## src/hw/rtl/nms_pkg.sv

```systemverilog
`timescale 1ns / 1ps
// ----------------------------------------------------------------------------
// nms_pkg
// Shared types and constants of the non-maximum suppression unit.
// ----------------------------------------------------------------------------
package nms_pkg;

   // parameter defaults
   localparam int MAX_WIDTH_DEF = 2048;
   localparam int MAG_BITS_DEF  = 11;

   // fixed field widths
   localparam int GRAD_W       = 11;
   localparam int REQ_TDATA_W  = 24;
   localparam int WIDTH_REG_W  = 12;
   localparam int HEIGHT_REG_W = 16;
   localparam int CSR_DATA_W   = 16;
   localparam int CSR_ADDR_W   = 1;
   localparam int SEC_W        = 2;

   // register reset values
   localparam int WIDTH_RESET  = 640;
   localparam int HEIGHT_RESET = 480;

   // depth of the queue between front and back
   localparam int QUEUE_DEPTH = 4;

   // configuration register indexes
   typedef enum logic [CSR_ADDR_W-1:0] {
      REG_IMAGE_WIDTH  = 1'd0,
      REG_IMAGE_HEIGHT = 1'd1
   } csr_reg_type;

   // gradient direction, named after the neighbour pair it compares
   typedef enum logic [SEC_W-1:0] {
      SEC_HORZ      = 2'd0,   // left and right
      SEC_DIAG_DOWN = 2'd1,   // down-right and up-left
      SEC_VERT      = 2'd2,   // up and down
      SEC_DIAG_UP   = 2'd3    // down-left and up-right
   } sector_type;

   // per-pixel control flags carried from front to back
   typedef struct packed {
      logic emit;        // pixel produces a result beat
      logic centre_ok;   // centre is an interior pixel
      logic col_last;    // last column of its row
      logic row_last;    // last row of the frame
   } rec_flags_type;

   // record bits that do not scale with the magnitude width
   localparam int REC_FIXED_W = SEC_W + $bits(rec_flags_type);

endpackage

```

## src/hw/rtl/nms_back.sv

```systemverilog
`timescale 1ns / 1ps
// ----------------------------------------------------------------------------
// nms_back
// Shifts column records into the 3x3 window, suppresses non-maxima and
// drives result beats, adding the zero line-end beat at each row end.
// ----------------------------------------------------------------------------
module nms_back import nms_pkg::*; #(
   parameter int MAG_BITS = MAG_BITS_DEF
) (
   input  logic                                      clock,
   input  logic                                      reset,
   // column records
   input  logic                                      pop_valid,
   output logic                                      pop_ready,
   input  logic [3*MAG_BITS+REC_FIXED_W-1:0]         pop_data,
   // result beats
   output logic                                      rsp_tvalid,
   input  logic                                      rsp_tready,
   output logic [((MAG_BITS+7)/8)*8-1:0]             rsp_tdata,
   output logic                                      rsp_tlast,
   output logic                                      rsp_tuser
);

   localparam int RSP_TDATA_W = ((MAG_BITS + 7) / 8) * 8;

   typedef enum logic {
      PH_RESULT,
      PH_LINE_END
   } phase_type;

   phase_type           phase_ff;
   logic [MAG_BITS-1:0] win_ff [3][3];
   sector_type          wsec_ff [2];
   logic                w_valid_ff;
   rec_flags_type       w_flags_ff;
   logic                rsp_valid_ff;
   logic [MAG_BITS-1:0] rsp_mag_ff;
   logic                rsp_last_ff;
   logic                rsp_user_ff;

   logic [MAG_BITS-1:0] top, mid, bot;
   sector_type          rec_sec;
   rec_flags_type       rec_flags;
   logic                out_free, out_load, w_done, pop;
   logic [MAG_BITS-1:0] centre, v1, v2, kept;

   // record unpacking
   assign top       = pop_data[MAG_BITS-1:0];
   assign mid       = pop_data[2*MAG_BITS-1:MAG_BITS];
   assign bot       = pop_data[3*MAG_BITS-1:2*MAG_BITS];
   assign rec_sec   = sector_type'(pop_data[3*MAG_BITS+SEC_W-1:3*MAG_BITS]);
   assign rec_flags = rec_flags_type'(pop_data[3*MAG_BITS+REC_FIXED_W-1:3*MAG_BITS+SEC_W]);

   // stage handshake
   assign out_free  = !rsp_valid_ff || rsp_tready;
   assign out_load  = w_valid_ff && w_flags_ff.emit && out_free;
   assign w_done    = w_valid_ff && (!w_flags_ff.emit
                      || (out_load && ((phase_ff == PH_LINE_END) || !w_flags_ff.col_last)));
   assign pop_ready = !w_valid_ff || w_done;
   assign pop       = pop_valid && pop_ready;

   // neighbour selection along the centre's sector
   always_comb begin
      centre = win_ff[1][1];
      case (wsec_ff[0])
         SEC_HORZ: begin
            v1 = win_ff[1][0];
            v2 = win_ff[1][2];
         end
         SEC_DIAG_DOWN: begin
            v1 = win_ff[2][2];
            v2 = win_ff[0][0];
         end
         SEC_VERT: begin
            v1 = win_ff[0][1];
            v2 = win_ff[2][1];
         end
         default: begin
            v1 = win_ff[2][0];
            v2 = win_ff[0][2];
         end
      endcase
      kept = (w_flags_ff.centre_ok && (centre > v1) && (centre > v2)) ? centre : '0;
   end

   // window shift, one column per record
   always_ff @(posedge clock) begin
      if (pop) begin
         for (int i = 0; i < 3; i++) begin
            win_ff[i][0] <= win_ff[i][1];
            win_ff[i][1] <= win_ff[i][2];
         end
         win_ff[0][2] <= top;
         win_ff[1][2] <= mid;
         win_ff[2][2] <= bot;
         wsec_ff[0]   <= wsec_ff[1];
         wsec_ff[1]   <= rec_sec;
         w_flags_ff   <= rec_flags;
      end
   end

   // phase and result register
   always_ff @(posedge clock) begin
      if (reset) begin
         phase_ff     <= PH_RESULT;
         w_valid_ff   <= 1'b0;
         rsp_valid_ff <= 1'b0;
      end else begin
         if (pop) begin
            w_valid_ff <= 1'b1;
         end else if (w_done) begin
            w_valid_ff <= 1'b0;
         end
         if (out_load) begin
            rsp_valid_ff <= 1'b1;
            phase_ff     <= ((phase_ff == PH_RESULT) && w_flags_ff.col_last) ? PH_LINE_END
                                                                          : PH_RESULT;
         end else if (rsp_tready) begin
            rsp_valid_ff <= 1'b0;
         end
      end
      if (out_load) begin
         if (phase_ff == PH_LINE_END) begin
            rsp_mag_ff  <= '0;
            rsp_last_ff <= 1'b1;
            rsp_user_ff <= w_flags_ff.row_last;
         end else begin
            rsp_mag_ff  <= kept;
            rsp_last_ff <= 1'b0;
            rsp_user_ff <= 1'b0;
         end
      end
   end

   assign rsp_tvalid = rsp_valid_ff;
   assign rsp_tdata  = RSP_TDATA_W'(rsp_mag_ff);
   assign rsp_tlast  = rsp_last_ff;
   assign rsp_tuser  = rsp_user_ff;

endmodule

```

## config.mk

```make
export PLATFORM = sky130hd
export DESIGN_NAME = nms_back
export DESIGN_NICKNAME = d
export VERILOG_FILES = /design/src/hw/rtl/nms_pkg.sv /design/src/hw/rtl/nms_back.sv
export SDC_FILE = /design/constraint.sdc
export NUM_CORES = 1
export LEC_CHECK = 0
export BUFFER_PORTS_ARGS = -buffer_cell sky130_fd_sc_hd__buf_2
export CORE_MARGIN = 3
export CORE_UTILIZATION = 38
export DETAILED_ROUTE_END_ITERATION = 16
export SLEW_MARGIN = 25
export SYNTH_ARGS = -nofsm -noshare
export SYNTH_HDL_FRONTEND = slang
export SYNTH_SLANG_ARGS = --single-unit
```

## constraint.sdc

```tcl
create_clock -name clock -period 7.7 [get_ports clock]
set_input_delay 1.54 -clock clock [delete_from_list [all_inputs] [get_ports clock]]
set_output_delay 1.54 -clock clock [all_outputs]
set_load 0.1 [all_outputs]
```

==> impl_results.md, run 1 <==
- Synth top area share: 71.9%
- WHS: 0.421 ns
- Compound-Gate Fraction of Synth Area: 3.05%
- Syn Area/Cell: 19.7 µm²
- R2r setup slk: 4.49 ns
- Simple-Gate Fraction of Synth Area: 4.82%
- Initial drt markers: 176
- MaxCap Viol Count: 0
- Worst Path Arrival: 3.11 ns
- Final core utilization: 47.6%
- Least-Margin Pin Slew: 0.831 ns
- Cell family with most CP delay: simple AND/OR/NAND/NOR gates
- Most frequent cells in the layout: edfxtp_1, buf_2, inv_1, mux4_2, ha_1
- Root Driver: clkbuf_16
- Crit-path max FO: 15
- Routed WL per cell: 16.0 µm
- CP startpoint kind: input pin
- DRC: 0
- Fraction of layout cells with a size suffix above 1: 37.8%
- Clock sink total: 123
- # diodes: 0
- Power density cells: 286 nW/µm²
- Min-Delay Path Class: flip-flop to flip-flop
- Setup Skew: 0.0141 ns
- Mapped Cells: 255
- Synth Area in XOR/XNOR: 0%
- CTS-repair resized insts: 0
- Leakage: 2.27 nW
- RSZ-0062 raised after global routing: no
- Sequential-to-total area share from yosys stat: 73.1%
- Tcrit/Tclk final: 60.4%
- First-pass GRT wire length: 13600 µm
- Max Slew Vio Count: 0
- Slowest CP cell: nor2b_2
- Cell chain of the critical path: buf_2 -> nand2b_1 -> nor2b_2 -> a21oi_1 -> inv_1 -> buf_2
- Top cell type by total area after synthesis: edfxtp_1
- DRT Pass-1 Iters: 4
- Fin crit period: 4.65 ns
- Final net count: 393
- TritonCTS clock tree: yes
- Global route overflow: 0
- I/O pin cnt: 63
- Origin of the critical flop-to-flop path: wsec_ff[0][0]
- Initial antenna violation count: 0
- Worst Path Required: 6.16 ns
- DP Area: 5490 µm²
- Post-Layout Cell Count: 513
- R2R cell count: 9
- Final setup violation count: 0
- CP most frequent cell: buf_2
- Via/cell ratio: 4.72
- Worst-Skew Late Latency: 0.41 ns
- CP Buf/Inv Count: 3
- CTS HTree Levels: 4
- Final Hold Fails: 0
- Design Area, Final: 6080 µm²
- Hpwl dp: 5420 µm
- Largest net degree at the start of global routing: 69
- Max Buffers Root-to-Sink: 2
- Count of cell types in the netlist: 33
- Worst Setup End Kind: primary output
- Starting density of the core: 39.2%
- Worst Hold Launch: wsec_ff[0][2]
- Post-Synth Adder-Cell Area: 5.49%
- Number of post-CTS setup repair buffers: 0
- Row count: 41
- Overall routed net length: 8200 µm
- Die Wd: 121 µm
- Vias: 2422
- Reg2reg end: rsp_mag_ff[10]
- Clock slew at reported path FFs: 0.05 ns
- CTS Hold Bufs: 0
- YS warnings: 0
- Die ar.: 14600 µm²
- Mux cell area share after synthesis: 10.1%
- Flops & latches, synth: 123
- Std-Cell Core Area: 12800 µm²
- Slowest Stage Delay on Critical Path: 0.60 ns
- Cell Area, Synth: 5010 µm²
- GRT Overall Usage: 12.6%
- P&R area growth vs syn: 21.3%
- WS Path Type: input pin to primary output
- Area contributors post-synth: edfxtp_1, mux4_2, ha_1
- Leading cell type in the layout, fill and taps excluded: edfxtp_1
- Worst IR Drop VDD: 0.143 mV
- FMAX: 215 MHz
- Status: finished, final reports clean
- TritonCTS buffer count: 17
- Setup TNS: 0 ns
- Vias in the first global route: 2568
- Worst Hold End: wsec_ff[0][0]
- Final ANT Viol Nets: 0
- Die Span Y: 121 µm
- Relative slew slack: 44.6%
- Gpl congestion: 0.776
- Post-Place Cells: 481
- Main combinational cell family by area after synthesis: multiplexers
- Worst hold stages: 0
- # port buffers: 57
[metrics by stage]
step / total power [mW] / setup WS, ns
2_1_floorplan: 0.943 / 1.78
3_3_place_gp: 0.977 / 2.60
3_5_place_dp: 0.982 / 3.00
4_1_cts: 1.76 / 3.00
5_1_grt: 1.81 / 2.90
6_report: 1.74 / 3.05
[layout make-up]
class / count / area [µm²]
clock inverters: 8 / 92.6
inverters: 23 / 86.3
clock buffers: 24 / 492
fillers: 1075 / 6700
repair buffers: 61 / 315
well taps: 172 / 215
multi-input cells: 102 / 1210
flip-flops and latches: 123 / 3660
[where the power goes]
group | switching (mW) | internal [mW]
Clock | 0.262 | 0.507
Combinational | 0.105 | 0.0582
Sequential | 0.0183 | 0.785
Total | 0.385 | 1.35
[worst register-to-register path, stage by stage (launching register included)]
cell	delay, ns
edfxtp_1	0.32
buf_4	0.39
mux4_2	0.58
inv_1	0.08
ha_1	0.25
a21oi_1	0.17
o21ai_1	0.10
a221oi_1	0.32
o21a_1	0.57
nor3b_1	0.14
[cells in the mapped netlist, drive strengths merged]
cell	count
a21oi	9
mux4	22
a211oi	1
nor3	2
nand3	4
conb	1
and2	1
nor3b	10
o31ai	1
nand2	5
nand4	2
o311ai	1
nand2b	1
o21a	2
o32ai	1
o21ai	3
a221oi	1
edfxtp	120
a41oi	1
mux2i	1
nor2	2
buf	11
nor2b	3
ha	22
a21o	2
inv	23
dfxtp	3
[per-layer routing]
layer  vias up  part of all wire [%]  GRT usage [%]
met3        15                   5.2           4.44
met1      1181                    48           17.4
met5         -                     0              0
met4         0                   1.9           6.37
met2        75                    45           17.6
li1       1151                     -              -
[how the worst max path moves through the flow]
stage,slack (ns),start,end,cells past startpoint
after floorplan,1.78,rsp_tready,w_flags_ff[0],4
after global placement,2.60,rsp_tready,pop_ready,6
after detailed placement,3.00,rsp_tready,pop_ready,6
after CTS,3.00,rsp_tready,pop_ready,6
after global routing,2.90,rsp_tready,pop_ready,6
final,3.05,rsp_tready,pop_ready,6
[cell families after synthesis]
family          after synthesis
compound gates               22
flops                       123
mux                          23
other cells                   1
simple gates                 30
fa+ha+maj                    22
buf+inv                      34
[flip-flops by register name (all words and copies together), names as in the netlist]
register    count
win_ff         99
rsp_tuser       1
rsp_mag_ff     11
rsp_tvalid      1
w_flags_ff      4
rsp_tlast       1
wsec_ff         4
phase_ff        1
w_valid_ff      1
(Power assumes the default switching activity.)
==> run 2, diff against run 1 <==
- ABC_AREA: not set -> 1
- clock period: 7.7 -> 4.7 ns (I/O delays scaled with it)
==> impl_results.md, run 2 <==
- Status: finished, final reports clean
- Initial antenna violation count: 0
- Worst Setup EP: rsp_mag_ff[4]
- Largest net degree at the start of global routing: 60
- Sw Ratio: 22.8%
- Gpl congestion: 0.807
- Least-Margin Pin Slew: 0.814 ns
- CTS Hold Bufs: 0
- Power Total: 2.91 mW
- Final core utilization: 48.2%
- Final Hold Fails: 0
- First-pass GRT wire length: 14800 µm
- Slowest Stage Delay on Critical Path: 0.84 ns
- Slowest CP cell: edfxtp_1
- Cell Area, Synth: 5040 µm²
- Die ar.: 14700 µm²
- Worst Setup End Kind: flip-flop
- Std-Cell Core Area: 12800 µm²
- Sequential-to-total area share from yosys stat: 72.7%
- Crit-path max FO: 25
- Max Slew Vio Count: 0
- Routed WL per cell: 14.3 µm
- Syn Area/Cell: 13.2 µm²
- Worst Path Arrival: 3.51 ns
- I/O pin cnt: 63
- Vias in the first global route: 2940
- CP startpoint kind: flip-flop
- Cell with the most instances after synthesis: edfxtp_1
- Area contributors post-synth: edfxtp_1, nand2_1, ha_1
- Post-synth top cells: edfxtp_1, nand2_1, inv_1, nand3_1, o21ai_1
- TritonCTS clock tree: yes
- RSZ-0062 raised after global routing: no
- Relative slew slack: 45.6%
- Min-Delay Path Class: flip-flop to flip-flop
- Origin of the critical flop-to-flop path: wsec_ff[0][0]
- Overall routed net length: 9080 µm
- DP Area: 5550 µm²
- Max FFs per register: 99
- Crit path from: wsec_ff[0][0]
- FMAX: 308 MHz
- MaxCap Viol Count: 0
- Most frequent cells in the layout: edfxtp_1, nand2_1, buf_2, inv_1, nand3_1
- Design Area, Final: 6150 µm²
- Top Registers: win_ff x99, rsp_mag_ff x11
- Combinational share of power: 9.0%
- Worst IR Drop VDD: 0.286 mV
- Initial drt markers: 176
- WHS: 0.430 ns
- P&R area growth vs syn: 22.2%
- Post-synth ARST share: 0%
- Final setup violation count: 0
- TritonCTS buffer count: 17
- Fillcell total: 1127
- Die Wd: 121 µm
- Reg2reg end: rsp_mag_ff[4]
- Reg with most FFs: win_ff
- Sequential Power Share: 45.7%
- Sw power: 661 µW
- Via/cell ratio: 4.67
- Setup Skew: 0.00757 ns
- DRC: 0
- Power density cells: 472 nW/µm²
- Clock Power Share: 45.3%
- R2R cell count: 15
- # diodes: 0
- Worst Path Required: 4.96 ns
- Number of post-CTS setup repair buffers: 0
- # port buffers: 57
- Die Span Y: 121 µm
- Clock sink total: 123
- Final ANT Viol Nets: 0
- GRT Overall Usage: 13.6%
- Count of cell types in the netlist: 27
- Leading cell type in the layout, fill and taps excluded: edfxtp_1
- Clock slew at reported path FFs: 0.05 ns
- Final net count: 517
- Fin crit period: 3.24 ns
- Tcrit/Tclk final: 69.0%
- YS warnings: 0
- DRT Pass-1 Iters: 4
- Worst-Skew Late Latency: 0.41 ns
- Root Driver: clkbuf_16
- Area of the multi-input gates: 1200 µm²
- Leakage: 2.41 nW
- Ys flop type: edfxtp_1
- Setup TNS: 0 ns
- R2r setup slk: 1.46 ns
- Post-synth EDFFs: 120
- Top cell type by total area after synthesis: edfxtp_1
- Global route overflow: 0
- Reg area: 3660 µm²
- Vias: 2977
- Int Pwr: 2.24 mW
- Flops & latches, synth: 123
- Starting density of the core: 39.4%
- Fraction of layout cells with a size suffix above 1: 24.3%
- Max Buffers Root-to-Sink: 2
- Mapped Cells: 382
- CP most frequent cell: nand2_1
- Synth top area share: 71.5%
- CTS-repair resized insts: 0
- Row count: 41
- Cell chain of the critical path: inv_2 -> nor2_2 -> buf_4 -> nand2_1 -> nand3_1 -> o21ai_1 -> ha_1 -> nand2_1 -> nor2_1 -> nand2_1 -> clkinv_1 -> nand2_2 -> nand3_2 -> nand3_2 -> nor2_2
- CTS HTree Levels: 4
- WS Path Type: flip-flop to flip-flop
- Hpwl dp: 6080 µm
[run 2: cell types whose count changed after synthesis, sizes merged, moves of 3 or more]
cell    before  now
nand2        5   79
nand3        4   28
nor3b       10    1
inv         23   29
o21ai        3   46
nor2         2   23
mux4        22    0
clkbuf       0    6
nor2b        3    0
[run 2: worst min path at each step]
stage	slack [ns]	endpoint	from	depth (start not counted)
final	0.43	wsec_ff[0][0]	wsec_ff[0][2]	0
after global routing	0.44	wsec_ff[0][0]	wsec_ff[0][2]	0
after CTS	0.44	wsec_ff[0][0]	wsec_ff[0][2]	0
after detailed placement	0.43	wsec_ff[0][0]	wsec_ff[0][2]	0
after global placement	0.43	win_ff[0][22]	win_ff[0][11]	0
after floorplan	0.40	wsec_ff[0][0]	wsec_ff[0][2]	0
[run 2: power groups by stage]
stage          clock network [mW]  registers (mW)  logic [mW]
6_report                     1.32            1.33       0.262
5_1_grt                      1.41            1.33       0.297
4_1_cts                      1.35            1.33       0.266
3_5_place_dp                    0            1.35       0.264
3_3_place_gp                    0            1.35       0.261
2_1_floorplan                   0            1.37       0.168
[run 2: kinds of logic (layout without fill, tap and decap cells)]
logic type	Yosys count	in the layout	share of synthesized area (%)
DFF	123	123	72.7
buffers and inverters	46	125	4.05
and+or+nand+nor	133	133	11.8
adders and majority gates	22	22	5.46
other	1	5	0.0744
AOI/OAI and AO/OA	57	57	5.89
[run 2: per-stage QoR]
stage                     setup WS (ns)  std cells
final                              1.46        637
after global routing               1.09        637
after CTS                          1.37        637
after detailed placement           1.42        605
after global placement             1.50        605
after floorplan                   0.630        386
[run 2: area by class of cell]
class / count / area share, %
sequential: 123 / 59.5
timing repair buffer: 63 / 5.77
clock buffer: 18 / 6.97
inverter: 30 / 1.83
multi-input combinational: 217 / 19.5
tap: 172 / 3.50
clock inverter: 14 / 2.89
[run 2: metal layers]
layer,vias up,track usage (%),part of all wire [%]
met1,1399,17.7,45
met3,18,4.71,6.1
met2,73,20.2,47
met5,-,0,0
li1,1487,-,-
met4,0,7.35,2.3
[run 2: worst max-delay path, delay by kind of cell, from the launching register on]
family                   cells  cell delay, ns
flip-flops                   1            0.84
AO/OA/AOI/OAI                1            0.07
adder cells (fa/ha/maj)      1            0.33
buffers and inverters        3            0.42
AND/OR/NAND/NOR             10            1.43
