<file path="src/hw/rtl/nms_fifo.sv">
`timescale 1ns / 1ps
// ----------------------------------------------------------------------------
// nms_fifo
// Small register queue with valid/ready on both sides.
// ----------------------------------------------------------------------------
module nms_fifo #(
   parameter int WIDTH = 8,
   parameter int DEPTH = 4
) (
   input  logic             clock,
   input  logic             reset,
   input  logic             push_valid,
   output logic             push_ready,
   input  logic [WIDTH-1:0] push_data,
   output logic             pop_valid,
   input  logic             pop_ready,
   output logic [WIDTH-1:0] pop_data
);

   localparam int PTR_W = $clog2(DEPTH);
   localparam int CNT_W = $clog2(DEPTH + 1);

   logic [WIDTH-1:0] slot_ff [DEPTH];
   logic [PTR_W-1:0] wr_ptr_ff, wr_ptr_in;
   logic [PTR_W-1:0] rd_ptr_ff, rd_ptr_in;
   logic [CNT_W-1:0] count_ff, count_in;
   logic             do_push, do_pop;

   assign push_ready = (count_ff != CNT_W'(DEPTH));
   assign pop_valid  = (count_ff != '0);
   assign pop_data   = slot_ff[rd_ptr_ff];
   assign do_push    = push_valid && push_ready;
   assign do_pop     = pop_valid && pop_ready;

   // pointer and fill level update
   always_comb begin
      wr_ptr_in = wr_ptr_ff;
      rd_ptr_in = rd_ptr_ff;
      count_in  = count_ff;
      if (do_push) begin
         wr_ptr_in = (wr_ptr_ff == PTR_W'(DEPTH - 1)) ? '0 : wr_ptr_ff + 1'b1;
      end
      if (do_pop) begin
         rd_ptr_in = (rd_ptr_ff == PTR_W'(DEPTH - 1)) ? '0 : rd_ptr_ff + 1'b1;
      end
      if (do_push && !do_pop) begin
         count_in = count_ff + 1'b1;
      end else if (do_pop && !do_push) begin
         count_in = count_ff - 1'b1;
      end
   end

   always_ff @(posedge clock) begin
      if (reset) begin
         wr_ptr_ff <= '0;
         rd_ptr_ff <= '0;
         count_ff  <= '0;
      end else begin
         wr_ptr_ff <= wr_ptr_in;
         rd_ptr_ff <= rd_ptr_in;
         count_ff  <= count_in;
      end
   end

   // storage
   always_ff @(posedge clock) begin
      if (do_push) begin
         slot_ff[wr_ptr_ff] <= push_data;
      end
   end

endmodule

</file>
<file path="config.mk">
export PLATFORM = sky130hd
export DESIGN_NAME = nms_fifo
export DESIGN_NICKNAME = d
export VERILOG_FILES = /design/src/hw/rtl/nms_fifo.sv
export SDC_FILE = /design/constraint.sdc
export NUM_CORES = 1
export LEC_CHECK = 0
export ABC_AREA = 1
export BUFFER_PORTS_ARGS = -buffer_cell sky130_fd_sc_hd__clkbuf_2
export CORE_MARGIN = 5
export CORE_UTILIZATION = 60
export DETAILED_ROUTE_END_ITERATION = 10
export PLACE_DENSITY = 0.82
export SETUP_SLACK_MARGIN = 0.4
export SKIP_CTS_REPAIR_TIMING = 1
export SLEW_MARGIN = 20
export SYNTH_ARGS = -nofsm -noshare
export SYNTH_HDL_FRONTEND = slang
export SYNTH_SLANG_ARGS = --single-unit
</file>
<file path="constraint.sdc">
create_clock -name clock -period 2.5 [get_ports clock]
set_input_delay 0.375 -clock clock [delete_from_list [all_inputs] [get_ports clock]]
set_output_delay 0.375 -clock clock [all_outputs]
set_load 0.01 [all_outputs]
</file>
==> results.md, run 1 <==
- The flow ran to the end, and the final reports show no timing, DRC or antenna violations.
- The kind of cell with the highest combined delay along the critical path is flip-flops.
- The number of levels in the clock H-tree is 2.
- The clock drives 41 sinks.
- On the critical path, the stage with the largest delay is an instance of sky130_fd_sc_hd__dfxtp_1.
- The overall overflow remaining after global route is 0.
- The count of TritonRoute iterations in the first routing pass is 4.
- The max-cap violation count is 0.
- The average vias per placed instance is roughly 5.4.
- The total number of placement rows is 19.
- The routability congestion estimate is 0.786.
- For the worst setup path, the data arrival time is between 1.5 and 2 ns.
- The largest net degree at the start of global routing is 17.
- The first global-routing pass estimated between 4000 and 5000 um of wire.
- The area growth from synthesis to layout is 11.5%.
- In this run the tightest slew margin relative to its limit is 0.478.
- Yosys printed 0 warnings.
- The signal on the critical path passes through inv_2 > o21ai_0 > o22ai_1 > clkbuf_2.
- Of the cells placed in the final design, the portion with a size suffix greater than 1 is 0.213.
- The number of unique standard cell types used by synthesis is 20.
- The largest clock skew in the final design is between 0.009 and 0.01 ns.
- The compound-cell area share of the yosys netlist is 0.0922.
- For the pin with the worst max-slew slack, the measured transition is just under 0.8 ns.
- The number of global-route vias before repair is around 1.1k.
- Measured along the y axis, the die boundary spans 63.2 um.
- The clock input transition at the sequential cells of the worst setup and hold paths is ~0.10 ns.
- The final cell area excluding filler cells is between 1500 and 2000 um2.
- Counting tap cells, the placed design contains a total of approximately 200 instances.
- For this design the static power due to leakage is 0.764 nW.
- The floorplan step defined a die boundary enclosing approximately 4000 um2.
- The detailed router placed 1104 vias in this run.
- After synthesis, the largest family of logic cells by area is simple AND/OR/NAND/NOR gates.
- The peak ir drop on the vdd network is between 0.7 and 0.8 mV.
- The all-layer global routing usage is 0.156.
- The cell area reported after detailed placement is 1830 um2.
- The kind of launch point of the worst setup path is a flop.
- The worst setup path category is flop to output port.
- The initial DRC count is 94.
- The clock reaches the later pin of the worst-skew pair after 0.33 ns.
- The library cell used as clock root buffer is sky130_fd_sc_hd__clkbuf_4.
- Counting the buffers created by CTS gives 5.
- The minimum setup slack after placement is just under 0.7 ns.
- The total nets after synthesis is 164.
- Setup repair after global routing left no endpoint under its margin.
- The final layout net count is 192.
- The count of final max-slew check failures is 0.
- The number of I/O pins is 22.
- For this configuration, the core starts out at a cell density of 0.621.
- The final number of setup-violating endpoints is 0.
- The final worst-path cycle share is 0.777.
- The mapped netlist covers about 1700 um2.
- The number of synthesized register bits is 41.
- The number of antenna violations at the first check in global routing is 0.
- The power per cell area is 992 nW/um2.
- In the final routed layout, each cell accounts on average for about 14 um.
- The worst-path maximum fanout is 16.
- The min-delay analysis places its worst path in the category primary input to flop.
- The worst stage delay on the critical path is approximately 0.55 ns.
- The synthesized instance count is about 150.
- The number of buffers and inverters on the critical path is 2.
- The area share of fa/ha/maj cells after synthesis is 0.0560.
- The area share of xor/xnor cells in the synthesized design is 0.00516.
- The core box area is roughly 2700 um2.
- For this run, the share of the core covered by cells in the final layout is 0.692.
- The portion of the post-synthesis area used by sequential elements is 0.673.
- The clock passes through at most 2 buffers.
- A synthesized cell averages 11.7 um2.
- The count of cells in the finished layout, fillers not included, comes to roughly 210.
- The wire-length estimate of the detail-placed layout is 2100 um.
- The CTS tree is yes.
- The number of fill cells in the layout is between 150 and 200.
- The required time at the worst-slack endpoint is ~2.1 ns.
- The die is 63.2 um wide.
- Of the total synthesized cell area, the portion taken by AND, OR, NAND and NOR gates is 0.125.
- The fraction of synthesized area in multiplexers is 0.
- In the final timing run, aggregate negative setup slack is 0 ns.
- In the layout the commonest cells are sky130_fd_sc_hd__nor2_1, sky130_fd_sc_hd__edfxtp_1, sky130_fd_sc_hd__clkbuf_2.
- The post-detailed-route count of antenna-violating nets is 0.
- The total count of hold-check failures in the final report is 0.
- For this run, design rule violations remaining after detail routing come to 0.
- STA classifies the critical path endpoint as an output port.
- The number of antenna diodes is 0.
- For this run, the top clock speed supported by timing is roughly 510 MHz.
- The port buffer count is 21.
- In the post-route analysis, the smallest setup slack over all paths is about 0.56 ns.
- After layout, the minimum clock period comes to between 1.5 and 2 ns.
- The final layout contains routed wiring with a total length of 2920 um.
[cell families (layout without fill, tap and decap cells)]
logic type                 after synthesis  count (layout)
buffers and inverters                   18              47
AOI/OAI and AO/OA                       27              27
and+or+nand+nor                         51              51
xor gates and xnor gates                 1               1
DFF                                     41              41
adders and majority gates                7               7
[through the flow]
step | power (mW) | hold WS, ns
floorplan | 1.36 | 0.447
global placement | 1.54 | 0.507
detailed placement | 1.58 | 0.529
CTS | 1.90 | 0.194
global route | 2.02 | 0.183
finish | 1.88 | 0.211
[power by group]
group	switching [mW]	leakage, nW	internal (mW)
logic	0.390	0.364	0.242
clock network	0.181	0.0326	0.139
registers	0.0796	0.368	0.845
[cell type report]
| class | instances | area, um2 | area share |
|---|---|---|---|
| Inverter | 16 | 60.1 | 0.0317 |
| Clock buffer | 8 | 58.8 | 0.0311 |
| Tap cell | 31 | 38.8 | 0.0205 |
| Sequential cell | 41 | 1140 | 0.603 |
| Multi-Input combinational cell | 86 | 473 | 0.250 |
| Timing Repair Buffer | 23 | 120 | 0.0635 |
[path summary, 6_finish.rpt]
kind	to	depth (start not counted)	slack, ns	start
setup / recovery	pop_data[0]	4	0.56	flop
hold / removal	count_ff[0]	2	0.21	reset
setup reg to reg	count_ff[1]	9	0.66	count_ff[1]
hold reg to reg	count_ff[1]	2	0.54	count_ff[1]
[Yosys cell counts]
cell | number | area (um2)
sky130_fd_sc_hd__nand3_1 | 1 | 5.00
sky130_fd_sc_hd__fa_1 | 1 | 20.0
sky130_fd_sc_hd__ha_1 | 6 | 75.1
sky130_fd_sc_hd__nand3b_1 | 2 | 15.0
sky130_fd_sc_hd__inv_2 | 1 | 3.75
sky130_fd_sc_hd__o21ai_2 | 3 | 26.3
sky130_fd_sc_hd__nor2_2 | 1 | 6.26
sky130_fd_sc_hd__nand2_1 | 11 | 41.3
sky130_fd_sc_hd__xor2_1 | 1 | 8.76
sky130_fd_sc_hd__o21ai_0 | 13 | 65.1
sky130_fd_sc_hd__nand4_1 | 1 | 6.26
sky130_fd_sc_hd__edfxtp_1 | 32 | 961
sky130_fd_sc_hd__dfxtp_1 | 9 | 180
sky130_fd_sc_hd__inv_1 | 15 | 56.3
sky130_fd_sc_hd__o22ai_1 | 8 | 50.1
sky130_fd_sc_hd__a21oi_1 | 2 | 10.0
sky130_fd_sc_hd__nor2_1 | 32 | 120
sky130_fd_sc_hd__o21ai_1 | 1 | 5.00
sky130_fd_sc_hd__buf_6 | 2 | 22.5
sky130_fd_sc_hd__nand2_2 | 3 | 18.8
[registers in the layout (all words and copies together) (netlist names), named ones only]
signal / cells
count_ff: 3
wr_ptr_ff: 2
slot_ff: 32
rd_ptr_ff: 2
[metal layers]
layer | GRT usage | wire [um] | vias to the layer above
met5 | 0 | 0 | -
met4 | 0.0857 | 19 | 0
met3 | 0.0426 | 125 | 2
met1 | 0.182 | 1200 | 528
met2 | 0.260 | 1570 | 22
li1 | - | - | 552
[worst register-to-register path, stage by stage, from the launching register on]
cell	delay (ns)
sky130_fd_sc_hd__dfxtp_1	0.35
sky130_fd_sc_hd__nor2_2	0.16
sky130_fd_sc_hd__nand2_2	0.11
sky130_fd_sc_hd__nand2_2	0.13
sky130_fd_sc_hd__inv_1	0.06
sky130_fd_sc_hd__ha_1	0.20
sky130_fd_sc_hd__inv_1	0.09
sky130_fd_sc_hd__fa_1	0.41
sky130_fd_sc_hd__o21ai_0	0.18
sky130_fd_sc_hd__nor2_1	0.06
No activity file was read; power rests on OpenSTA's default activity.
==> run 2, diff against run 1 <==
--- a/config.mk
+++ b/config.mk
@@ -8,9 +8,9 @@
 export ABC_AREA = 1
 export BUFFER_PORTS_ARGS = -buffer_cell sky130_fd_sc_hd__clkbuf_2
 export CORE_MARGIN = 5
-export CORE_UTILIZATION = 60
+export CORE_UTILIZATION = 50
 export DETAILED_ROUTE_END_ITERATION = 10
-export PLACE_DENSITY = 0.82
+export PLACE_DENSITY = 0.73
 export SETUP_SLACK_MARGIN = 0.4
 export SKIP_CTS_REPAIR_TIMING = 1
 export SLEW_MARGIN = 20
==> constraint.sdc (replaced) <==
create_clock -name clock -period 1.74 [get_ports clock]
set_input_delay 0.261 -clock clock [delete_from_list [all_inputs] [get_ports clock]]
set_output_delay 0.261 -clock clock [all_outputs]
set_load 0.01 [all_outputs]
==> run 2 against run 1 <==
Compared with the run above:
- first-iteration DRC count decreased by 53%
- clock power up 91%
- sequential share of layout area is 8.7 points lower
- total power grew 80%
- highest routed layer unchanged
==> results.md, run 2 (synthesized netlist as in run 1, its figures left out) <==
- The port buffer count is 21.
- For the final database, setup skew stands at about 0.0089 ns.
- Routed signal wires occupy layers up through met4.
- The power per cell area is around 1500 nW/um2.
- The setup slack after layout is about 0.053 ns.
- Leaving out filler cells and counting taps, the final layout contains 240.
- Using the TritonRoute via totals, the vias-per-cell ratio works out to about 4.9.
- The peak ir drop on the vdd network is 0.760 mV.
- Ranked by flip-flop count, first place goes to slot_ff.
- The floorplan step set the die height to about 68 um.
- The library cell used most frequently in the layout, excluding fill and tap cells, is sky130_fd_sc_hd__edfxtp_1.
- The detailed-routing wirelength on met1 is around 1400 um.
- The critical path's slowest cell is sky130_fd_sc_hd__dfxtp_4.
- The all-layer global routing usage is 0.153.
- The worst slew slack as a fraction of its limit is 0.829.
- The cell area reported after detailed placement is ~1900 um2.
- Dividing the detail-routed wire length by the instance count gives roughly 15 um.
- TritonCTS built the clock tree.
- The first detailed-routing pass took 4 iterations.
- The required time at the worst-slack endpoint is 2.02 ns.
- The layout has around 250 filler cells.
- At the end of routability-driven placement, the weighted congestion stood at 0.778.
- The critical path in this run is classified as flop to flop.
- Before CTS, the worst setup slack after placement is -0.0169 ns.
- The largest registers in the layout are slot_ff: 32 flops, count_ff: 3 flops.
- The clock input transition at the sequential cells of the worst setup and hold paths is roughly 0.11 ns.
- The total count of hold-check failures in the final report is 0.
- The cell occurring most often along the worst timing path is sky130_fd_sc_hd__nand2_4.
- The number of antenna diodes is 0.
- The number of buffers and inverters on the critical path is 2.
- The floorplan die width is 68.3 um.
- The first global-routing pass estimated 4970 um of wire.
- The top cell types in the final layout, fill and taps aside, are sky130_fd_sc_hd__edfxtp_1, sky130_fd_sc_hd__nor2_1, sky130_fd_sc_hd__buf_4.
- Dividing the final minimum period by the clock period gives 0.969.
- Entering global routing, the biggest net connects 17 pins.
- The fraction of final layout cells sized beyond drive strength 1 is 0.423.
- The number of global-route vias before repair is ~1.1k.
- The met3 layer wire length in the routed design is around 170 um.
- The count of unresolved DRC violations after routing is 0.
- The tool flagged a number of max-cap violations equal to 0.
- In this run the number of H-tree levels came out at 2.
- The cell count after placement is around 220.
- The wire-length estimate of the detail-placed layout is approximately 2200 um.
- The final cell area excluding filler cells is between 2000 and 2500 um2.
- The overall overflow remaining after global route is 0.
- The worst-path maximum fanout is 3.
- The number of antenna violations at the first check in global routing is 0.
- The core box area is ~3300 um2.
- The register with the most flip-flops in the layout has 32 of them.
- The die area is ~4700 um2.
- The path class of the tightest hold or removal check is primary input to flop.
- The final number of setup-violating endpoints is 0.
- In this run, the number of DRC markers left after iteration 0 of detailed routing was between 40 and 50.
- Data arrives at the worst endpoint at roughly 2.0 ns.
- The maximum number of buffers from clock root to sink is 2.
- The count of final max-slew check failures is 0.
- The time the worst path needs with I/O delays and setup is 1.69 ns.
- At the pin with the least slew margin, the transition time is ~0.25 ns.
- The post-detailed-route count of antenna-violating nets is 0.
- The critical path endpoint category is a flop.
- Walking the worst path, the cells encountered are nor2_4 > nand2_4 > nand2_4 > ha_4 > inv_4 > fa_2 > inv_2 > nand2_2 > nand4_1 > nand2_1 > nor2_1.
- The library cell used as clock root buffer is sky130_fd_sc_hd__clkbuf_4.
- The flow ran to the end, and the final reports show no timing, DRC or antenna violations.
- The initial utilization of the core area, before any placement, comes to 0.512.
- The number of I/O pins is 22.
- Summed over all cells, the static leakage comes to 0.909 nW.
- The number of buffers created by CTS is 5.
- Setup repair after global routing could not meet its margin everywhere.
- For this run, the post-layout net count is between 200 and 250.
- The overall via count from detail_route is 1180.
- The routed length on met2 is 1950 um.
- The total wire length is 3500 um.
- The family of cells with the greatest summed delay on the critical path is simple AND/OR/NAND/NOR gates.
- For this run, the slowest stage of the critical path takes 0.37 ns.
- The total number of placement rows is 21.
- STA classifies the critical path startpoint as a flop.
- The source-to-sink clock delay at the later pin of the worst-skew pair is roughly 0.34 ns.
- Derived from the worst setup path, the maximum achievable clock frequency is 593 MHz.
- The sink count of the clock tree is 41.
- From synthesis to final layout, the design area changed by 31.9%.
run 2: changes by cell type in the layout (fill, tap and decap cells not counted), moves of 3 or more:
cell / before / now
sky130_fd_sc_hd__o21ai_0: 13 / 4
sky130_fd_sc_hd__buf_4: 2 / 17
sky130_fd_sc_hd__o21ai_1: 1 / 4
sky130_fd_sc_hd__dfxtp_4: 0 / 4
sky130_fd_sc_hd__o21ai_2: 3 / 9
sky130_fd_sc_hd__inv_1: 15 / 11
sky130_fd_sc_hd__nand2_4: 0 / 4
sky130_fd_sc_hd__buf_2: 0 / 7
sky130_fd_sc_hd__dfxtp_1: 9 / 5
sky130_fd_sc_hd__buf_6: 0 / 4
sky130_fd_sc_hd__nand2_1: 11 / 8
sky130_fd_sc_hd__clkbuf_2: 21 / 13
run 2: worst paths after layout:
check / start / end / slack [ns] / depth (start not counted)
setup / recovery: count_ff[1] / count_ff[2] / 0.05 / 11
hold reg to reg: count_ff[1] / count_ff[1] / 0.55 / 2
setup reg to reg: count_ff[1] / count_ff[2] / 0.05 / 11
hold / removal: reset / count_ff[0] / 0.07 / 2
run 2: where the power goes:
part	internal, mW	switching, mW
registers	1.23	0.146
clock network	0.304	0.305
logic	0.654	0.738
run 2: cell type report:
type | count | area [um2] | share of cell area
flip-flops and latches | 41 | 1160 | 0.516
multi-input cells | 86 | 559 | 0.250
repair buffers | 42 | 293 | 0.131
inverters | 16 | 80.1 | 0.0358
well taps | 46 | 57.6 | 0.0257
clock inverters | 3 | 46.3 | 0.0207
clock buffers | 5 | 37.5 | 0.0168
repair inverters | 1 | 8.76 | 0.00391
run 2: through the flow:
stage / power [mW] / setup TNS [ns] / utilization / hold slack (ns)
floorplan: 2.02 / 0 / - / 0.324
global placement: 2.31 / 0 / 0.580 / 0.426
detailed placement: 2.38 / -0.0169 / 0.580 / 0.430
CTS: 2.98 / -0.329 / 0.605 / 0.0606
global route: 3.58 / -0.0522 / 0.676 / 0.0544
finish: 3.38 / 0 / 0.676 / 0.0691
run 2: worst reg2reg max path, delay by kind of cell, from the launching register on:
family,cells,cell delay (ns)
and+or+nand+nor,7,0.64
adders and majority gates,2,0.51
buffers and inverters,2,0.10
DFF,1,0.37
run 2: routing by layer:
metal | GRT usage | vias to the layer above
met4 | 0.0620 | 0
met2 | 0.280 | 31
met3 | 0.0591 | 4
met5 | 0 | -
met1 | 0.153 | 547
li1 | - | 598
==> run 3, diff against run 2 <==
--- a/config.mk
+++ b/config.mk
@@ -7,10 +7,13 @@
 export LEC_CHECK = 0
 export ABC_AREA = 1
 export BUFFER_PORTS_ARGS = -buffer_cell sky130_fd_sc_hd__clkbuf_2
+export CAP_MARGIN = 10
 export CORE_MARGIN = 5
 export CORE_UTILIZATION = 50
 export DETAILED_ROUTE_END_ITERATION = 10
+export GPL_TIMING_DRIVEN = 0
 export PLACE_DENSITY = 0.73
+export REMOVE_ABC_BUFFERS = 1
 export SETUP_SLACK_MARGIN = 0.4
 export SKIP_CTS_REPAIR_TIMING = 1
 export SLEW_MARGIN = 20
==> run 3 against run 2 <==
Compared with the run above:
- clock power hardly changed
- via count is 0.51% lower
- combinational power is 6% lower
- clock skew is 0.0080 ns higher
- die area stayed put
- worst hold slack worse by 0.0084 ns
==> results.md, run 3 (synthesized netlist as in run 1, its figures left out) <==
- Counting the buffers created by CTS gives 5.
- The post-route worst hold slack is 0.0606 ns.
- The initial DRC count is 84.
- The detailed placement HPWL is between 1500 and 2000 um.
- VDD sags by at most 0.699 mV.
- The endpoint arrival time on the critical path is between 1.5 and 2 ns.
- Setup repair after global routing could not meet its margin everywhere.
- Across the run, the number of max-cap violations was 0.
- The worst reg2reg path startpoint is count_ff[0].
- The number of global-route vias before repair was 1144.
- The critical path endpoint category is a flop.
- For flop-to-flop paths, the worst setup slack is 0.06 ns.
- The source-to-sink clock delay at the later pin of the worst-skew pair is 0.35 ns.
- The number of antenna diodes is 0.
- The congestion estimate from routability-driven global placement came to between 0.7 and 0.8.
- The all-layer global routing usage is 0.148.
- The count of final max-slew check failures is 0.
- After layout, the design draws a total of 3.28 mW.
- The library cell used most frequently in the layout, excluding fill and tap cells, is sky130_fd_sc_hd__edfxtp_1.
- The total number of placement rows is 21.
- The die area is ~4700 um2.
- The maximum clock frequency is just under 600 MHz.
- In the layout the commonest cells are sky130_fd_sc_hd__edfxtp_1, sky130_fd_sc_hd__nor2_1, sky130_fd_sc_hd__clkbuf_2.
- The setup slack after layout is between 0.05 and 0.06 ns.
- The final worst-path cycle share is 0.967.
- Relative to the synthesized area, the layout overhead comes to 28.8%.
- The endpoint identified for the worst register-to-register timing path is count_ff[1].
- Data on the critical path is required at its endpoint by 2.00 ns.
- Of all nets on the critical path, the largest fanout is 4.
- The count of unresolved DRC violations after routing is 0.
- The number of stages on the worst hold path is 2.
- Counting buffers and inverters, the worst setup path is 9 cells deep.
- The library cell used as clock root buffer is sky130_fd_sc_hd__clkbuf_4.
- The flow ran to the end, and the final reports show no timing, DRC or antenna violations.
- Walking the worst path, the cells encountered are nor2_4 > nand2_4 > nand2_4 > inv_2 > ha_4 > inv_4 > fa_2 > o21ai_2 > nor2_1.
- Dividing the detail-routed wire length by the instance count gives ~15 um.
- For the pin with the worst max-slew slack, the measured transition is about 0.8 ns.
- The cell occurring most often along the worst timing path is sky130_fd_sc_hd__nand2_4.
- Clock-pin slew was measured on the worst setup and hold paths at 0.13 ns.
- The floorplan step set the die height to around 68 um.
- The initial core utilization is 0.512.
- STA classifies the critical path startpoint as a flop.
- The floorplan die width is 68.3 um.
- The number of levels in the clock H-tree is 2.
- For this run the aggregate overflow at the end of global routing stands at 0.
- The core box area is about 3300 um2.
- The path class of the lowest-slack min-delay path is primary input to flop.
- The flip-flop count of the largest register, all copies and words added is 32.
- The largest net degree at the start of global routing is 18.
- The overall via count from detail_route is 1174.
- The number of antenna violations at the first check in global routing is 0.
- The largest clock skew in the final design is around 0.017 ns.
- Buffers placed on the I/O ports in this run total 21.
- The utilization of the core after routing is 0.660.
- The minimum setup slack after placement is -0.0891 ns.
- Setup violations remaining at the end of the flow were counted as 0.
- Dividing total power by cell area gives a power density of about 1500 nW/um2.
- The total count of hold-check failures in the final report came to 0.
- Summed over all cells, the static leakage comes to 0.878 nW.
- The maximum number of buffers from clock root to sink is 2.
- The average vias per placed instance is roughly 5.0.
- Of the cells placed in the final design, the portion with a size suffix greater than 1 is 0.372.
- The CTS tree is yes.
- Measured in cells, the most critical reg-to-reg path has a length of 9.
- The sink count of the clock tree is 41.
- The start point of the worst hold path is reset.
- The worst stage delay on the critical path is roughly 0.43 ns.
- The first global-routing pass estimated 4840 um of wire.
- The final layout contains routed wiring with a total length of ~3500 um.
- The family of cells with the greatest summed delay on the critical path is adder cells.
- The register with the highest flop count is slot_ff.
- The worst slew slack as a fraction of its limit is 0.476.
- The largest registers in the layout are slot_ff: 32 flops, count_ff: 3 flops.
- The slowest stage of the critical path belongs to the cell sky130_fd_sc_hd__fa_2.
- The number of buffers and inverters on the critical path is 2.
- The critical path is of the flop to flop type.
- The count of TritonRoute iterations in the first routing pass is 4.
- The final layout net count is just over 200.
- 22 I/O pins were placed.
- In this run the remaining antenna-violating nets after routing total 0.
- The time the worst path needs with I/O delays and setup is about 1.7 ns.
- The worst hold path terminates at count_ff[0].
## run 3: cell types whose count changed in the layout (fill, tap and decap cells not counted), moves of 2 or more
cell | before | now
sky130_fd_sc_hd__buf_4 | 17 | 10
sky130_fd_sc_hd__o21ai_0 | 4 | 9
sky130_fd_sc_hd__o21ai_1 | 4 | 0
sky130_fd_sc_hd__buf_2 | 7 | 5
sky130_fd_sc_hd__clkbuf_2 | 13 | 15
sky130_fd_sc_hd__inv_6 | 2 | 0
sky130_fd_sc_hd__nor2_2 | 2 | 0
sky130_fd_sc_hd__nor2_4 | 1 | 3
## run 3: layout make-up
class / count / area (um2)
flip-flops and latches: 41 / 1160
fillers: 249 / 1120
multi-input cells: 86 / 552
repair buffers: 37 / 272
inverters: 16 / 72.6
well taps: 46 / 57.6
clock buffers: 6 / 41.3
clock inverters: 2 / 35.0
## run 3: how the worst max path moves through the flow
stage | end | from
3_3_place_gp | count_ff[1] | count_ff[1]
6_report | count_ff[1] | count_ff[0]
4_1_cts | pop_data[2] | flop
3_5_place_dp | count_ff[1] | count_ff[1]
2_1_floorplan | count_ff[1] | count_ff[1]
5_1_grt | slot_ff[0][3] | wr_ptr_ff[1]
## run 3: power by group
group / switching, mW / leakage [nW] / internal, mW
registers: 0.134 / 0.370 / 1.23
logic: 0.704 / 0.466 / 0.604
clock network: 0.305 / 0.0422 / 0.301
## run 3: through the flow
| step | cells | setup TNS (ns) | instance area [um2] |
|---|---|---|---|
| 5_1_grt | 234 | -0.0158 | 2190 |
| 3_3_place_gp | 210 | -0.0461 | 1840 |
| 6_report | 234 | 0 | 2190 |
| 4_1_cts | 218 | -2.72 | 1910 |
| 2_1_floorplan | 143 | 0 | 1670 |
| 3_5_place_dp | 210 | -0.127 | 1840 |
## run 3: per-layer routing
layer / vias to the layer above / GRT usage / part of all wire
li1: 584 / - / -
met1: 550 / 0.161 / 0.42
met2: 34 / 0.262 / 0.51
met3: 6 / 0.0345 / 0.054
met4: 0 / 0.0794 / 0.014
met5: - / 0 / 0
